===== src/rtl/core/gsa_pkg.sv =====
// Shared types and constants of the generational slot allocator.
`default_nettype none

package gsa_pkg;

	localparam int HANDLE_W = 32;
	localparam int IDX_W    = 16;
	localparam int GEN_W    = 16;
	localparam int STATUS_W = 2;
	localparam int ROW_W    = 32;  // active bits per bitmap row
	localparam int ROW_SH   = 5;   // log2(ROW_W)

	localparam logic REQ_CREATE  = 1'b0;
	localparam logic REQ_DESTROY = 1'b1;

	typedef enum logic [STATUS_W-1:0] {
		ST_CREATED   = 2'd0,
		ST_DESTROYED = 2'd1,
		ST_STALE     = 2'd2,
		ST_FULL      = 2'd3
	} status_t;

	// controller -> datapath
	typedef struct packed {
		logic load;     // transaction accepted, issue memory reads
		logic exec;     // read data ready, output free: update stores
		logic scan_rd;  // read bitmap row for free-slot search
		logic scan_ev;  // evaluate bitmap row
	} dp_cmd_t;

	// datapath -> controller
	typedef struct packed {
		logic out_free;   // output register can take a result
		logic need_scan;  // create reused a slot, search next free one
		logic scan_more;  // search continues in next row
	} dp_stat_t;

endpackage

`default_nettype wire


===== src/rtl/core/gsa_ctrl.sv =====
// Sequencing state machine of the slot allocator.
`default_nettype none

module gsa_ctrl (
	input  wire logic              clk,
	input  wire logic              arst_n,
	input  wire logic              in_valid,
	output logic                   in_ready,
	input  wire gsa_pkg::dp_stat_t stat,
	output gsa_pkg::dp_cmd_t       cmd
);

	typedef enum logic [3:0] {
		S_IDLE    = 4'b0001,
		S_EXEC    = 4'b0010,
		S_SCAN_RD = 4'b0100,
		S_SCAN_EV = 4'b1000
	} state_t;

	state_t state_q, state_d;

	always_comb begin
		state_d     = state_q;
		cmd         = '0;
		in_ready    = 1'b0;
		case (state_q)
			S_IDLE: begin
				in_ready = 1'b1;
				if (in_valid) begin
					cmd.load = 1'b1;
					state_d  = S_EXEC;
				end
			end
			S_EXEC: begin
				if (stat.out_free) begin
					cmd.exec = 1'b1;
					state_d  = stat.need_scan ? S_SCAN_RD : S_IDLE;
				end
			end
			S_SCAN_RD: begin
				cmd.scan_rd = 1'b1;
				state_d     = S_SCAN_EV;
			end
			S_SCAN_EV: begin
				cmd.scan_ev = 1'b1;
				state_d     = stat.scan_more ? S_SCAN_RD : S_IDLE;
			end
			default: begin
				state_d = S_IDLE;
			end
		endcase
	end

	always_ff @(posedge clk or negedge arst_n) begin
		if (!arst_n) begin
			state_q <= S_IDLE;
		end else begin
			state_q <= state_d;
		end
	end

endmodule

`default_nettype wire


===== config.mk =====
export PLATFORM = sky130hd
export DESIGN_NAME = gsa_ctrl
export DESIGN_NICKNAME = d
export VERILOG_FILES = /design/src/rtl/core/gsa_pkg.sv /design/src/rtl/core/gsa_ctrl.sv
export SDC_FILE = /design/constraint.sdc
export NUM_CORES = 1
export LEC_CHECK = 0
export BUFFER_PORTS_ARGS = -buffer_cell sky130_fd_sc_hd__clkbuf_2
export CORE_AREA = 8 8 45 47
export CTS_BUF_LIST = sky130_fd_sc_hd__clkbuf_16
export CTS_CLUSTER_DIAMETER = 80
export CTS_CLUSTER_SIZE = 10
export DETAILED_ROUTE_END_ITERATION = 6
export DIE_AREA = 0 0 53 55
export HOLD_SLACK_MARGIN = 0.12
export PLACE_DENSITY = 0.39
export SKIP_CTS_REPAIR_TIMING = 1
export SYNTH_ARGS = -nofsm -noshare
export SYNTH_HDL_FRONTEND = slang
export SYNTH_SLANG_ARGS = --single-unit
export TNS_END_PERCENT = 10

===== constraint.sdc =====
create_clock -name clk -period 2.1 [get_ports clk]
set_clock_uncertainty 0.1 [all_clocks]
set_input_delay 0.105 -clock clk [delete_from_list [all_inputs] [get_ports clk]]
set_output_delay 0.105 -clock clk [all_outputs]
set_load 0.05 [all_outputs]

==> flow_summary_export.csv <==
group,metric,value,unit
route,avgViaCountPerCell,4.345,
logic_synthesis,yosysUniqueCellTypes,15,
logic_synthesis,synthTopCellsByArea,"dfrtp_1 30%, nor4b_1 14%, dfstp_2 10%",
die,coreArea,1384,um^2
logic_synthesis,synth_cells,23,
logic_synthesis,synth_top_family_by_area,"simple AND/OR/NAND/NOR gates",
global_route,grt.busiest_layer,"met2",
route,drt_iter0_drc,7,
layout,largest_reg_flops,4,
power_and_ir_drop,p_total,668.3,uW
sta,slew_viol_final,0,
route,drt_pre_antenna_iters,2,
sta,hold_viol,0,
job,maxCapViolCount,0,
clock_tree,clock_latency,0.22,ns
power_and_ir_drop,combinationalPowerShare,34.0,%
place,portBuffers,10,
global_route,grtUsageMet2,7.813,%
sta,period_minus_slack,1.792,ns
die,die_area,2915,um^2
die,initial_utilization,18.35,%
global_route,gr-usage-all-layers,5.422,%
clock_tree,cts_buffer_depth,2,
sta,fmax,558.2,MHz
sta,whs,0.08904,ns
layout,final_common_cell,"clkbuf_2",
route,route.detailed.drc,0,
worst_hold_path,hold_path_class,"input port to flip-flop",
die,die_h,55,um
power_and_ir_drop,ir_drop,0.0004539,V
logic_synthesis,synth_top_area_share,29.56,%
worst_setup_path,reg2reg_depth,3,
clock_tree,cts_made_buffers,3,
global_route,first_global_vias,258,
die,die_x,53,um
layout,antenna_cells,0,
worst_setup_path,cp-endpoint,"cmd[2]",
die,io_pins,11,
layout,reg.largest.list,"state_q x4",
route,vias,239,
die,rows,14,
power_and_ir_drop,swShare,33.33,%
clock_tree,cts.clk_slew.worst_paths,0.03,ns
sta,min_period_over_period,85.31,%
route,routed_wl,675,um
worst_setup_path,r2r_end,"state_q[0]$_DFFE_PN1P_",
clock_tree,htree_levels,1,
logic_synthesis,synth_compound_area_share,19.21,%
global_route,met1_usage,5.810,%
layout,nNetsFinal,46,
logic_synthesis,synthSimpleGateAreaFrac,34.48,%
power_and_ir_drop,p_leak,0.0002152,uW
sta,rsz0062_at_grt,"false",
place,gp_congestion,0.6471,
layout,syn2layout_area_growth,74.88,%
global_route,grt_first_pass_wirelength,1117,um
sta,worst_slew_pin_slew,0.3822,ns
worst_setup_path,path_class,"flip-flop to output port",
worst_setup_path,cp-start-kind,"flip-flop",
layout,final_cell_mix,"10 x clkbuf_2, 3 x inv_1, 3 x clkbuf_16, 3 x dfrtp_1",
worst_setup_path,r2r_start,"state_q[3]$_DFFE_PN0P_",
power_and_ir_drop,p_int,445.6,uW
logic_synthesis,synth_xor_area_share,3.448,%
logic_synthesis,synthAdderAreaFrac,0,%
power_and_ir_drop,pwr-share-seq,21.5,%
place,place.detailed.hpwl,540.2,um
global_route,use_met3,3.209,%
logic_synthesis,synth_seq_cells,4,
layout,stdcell_area,444.2,um^2
clock_tree,tritoncts,"done",
place,dpl_cell_area,345.3,um^2
sta,setup_viol,0,
global_route,antenna_found_initial,0,
layout,nFillCells,156,
worst_setup_path,crit_required,1.89,ns
clock_tree,cts_sinks,4,
logic_synthesis,synthMuxAreaShare,0,%
worst_hold_path,hold_path_depth,3,
worst_setup_path,cp-startpoint,"state_q[3]$_DFFE_PN0P_",
route,wl_per_cell,12.27,um
worst_setup_path,reg2reg_slack,0.48,ns
worst_setup_path,worstPathArrival,1.59,ns
logic_synthesis,syn_area,254.0,um^2
power_and_ir_drop,clock_power_share,44.4,%
worst_setup_path,end_kind,"output port",
route,ant_nets,0,
worst_hold_path,hold_start,"stat[1]",
clock_tree,root_buffer,"clkbuf_16",
run_status,status,"completed",
logic_synthesis,yosysWarnings,0,
sta,maxSlewHeadroom,74.16,%
layout,regMostFlops,"state_q",
power_and_ir_drop,p_sw,222.7,uW
layout,utilization,32.10,%
power_and_ir_drop,powerDensity,1505,nW/um^2
global_route,grt_max_degree,8,
worst_setup_path,path_max_fanout,7,
logic_synthesis,syn_nets,29,
logic_synthesis,synth.yosys.seq_area_share,39.90,%
global_route,globalRouteOverflowTotal,0,
layout,layout-drive-gt1-share,51.28,%
logic_synthesis,synth.avg_cell_area,11.04,um^2
logic_synthesis,yosys.area.top_type,"dfrtp_1",
==> power by group through the flow <==
stage | Clock [uW] | Sequential [uW] | Combinational, uW
3_3_place_gp | 0 | 145 | 227
3_5_place_dp | 0 | 146 | 228
6_report | 297 | 144 | 228
5_1_grt | 310 | 149 | 243
2_1_floorplan | 0 | 137 | 186
4_1_cts | 302 | 144 | 228
==> Yosys cell counts, drive strengths merged <==
| cell | instances |
|---|---|
| nand2 | 1 |
| or2 | 1 |
| xor2 | 1 |
| nor2 | 2 |
| dfrtp | 3 |
| a2bb2o | 1 |
| a2bb2oi | 1 |
| a22oi | 2 |
| and2 | 1 |
| nor4b | 5 |
| or4b | 1 |
| a21oi | 1 |
| inv | 2 |
| dfstp | 1 |
==> how the worst min path moves through the flow <==
stage	endpoint	slack (ns)
after floorplan	state_q[1]$_DFFE_PN0P_	-0.29
after global placement	state_q[3]$_DFFE_PN0P_	-0.19
after detailed placement	state_q[3]$_DFFE_PN0P_	-0.18
after CTS	state_q[3]$_DFFE_PN0P_	-0.42
after global routing	state_q[3]$_DFFE_PN0P_	0.13
final	state_q[2]$_DFFE_PN0P_	0.09
==> kinds of logic after synthesis <==
group | after synthesis
and+or+nand+nor | 11
AOI/OAI and AO/OA | 5
xor gates and xnor gates | 1
DFF | 4
buffers and inverters | 2
==> final cells by class <==
| cell class | instances | area (um^2) | area share (%) |
|---|---|---|---|
| well taps | 16 | 20.02 | 4.507 |
| clock inverters | 1 | 3.754 | 0.8451 |
| repair buffers | 12 | 70.07 | 15.77 |
| clock buffers | 3 | 75.07 | 16.90 |
| flip-flops and latches | 4 | 101.3 | 22.82 |
| inverters | 2 | 7.507 | 1.690 |
| multi-input cells | 17 | 166.4 | 37.46 |
==> worst max-delay path: stages, from the launching register on <==
cell and delay, ns:
dfrtp_1 0.47, nor4b_1 0.43, nand2_1 0.13, inv_1 0.07, clkbuf_2 0.27
==> routing by layer <==
layer / wire [um] / vias up
met5: 0 / -
met4: 0 / 0
met3: 49 / 0
met2: 311 / 12
met1: 314 / 107
li1: - / 120
==> metrics by stage <==
stage | setup slack, ns | instances | setup TNS [ns]
6_report | 0.3085 | 55 | 0
5_1_grt | 0.1315 | 55 | 0
4_1_cts | 0.2696 | 53 | 0
3_5_place_dp | 0.4839 | 49 | 0
3_3_place_gp | 0.5028 | 49 | 0
2_1_floorplan | -0.02095 | 23 | -0.02095
No activity file was read; power rests on OpenSTA's default activity.
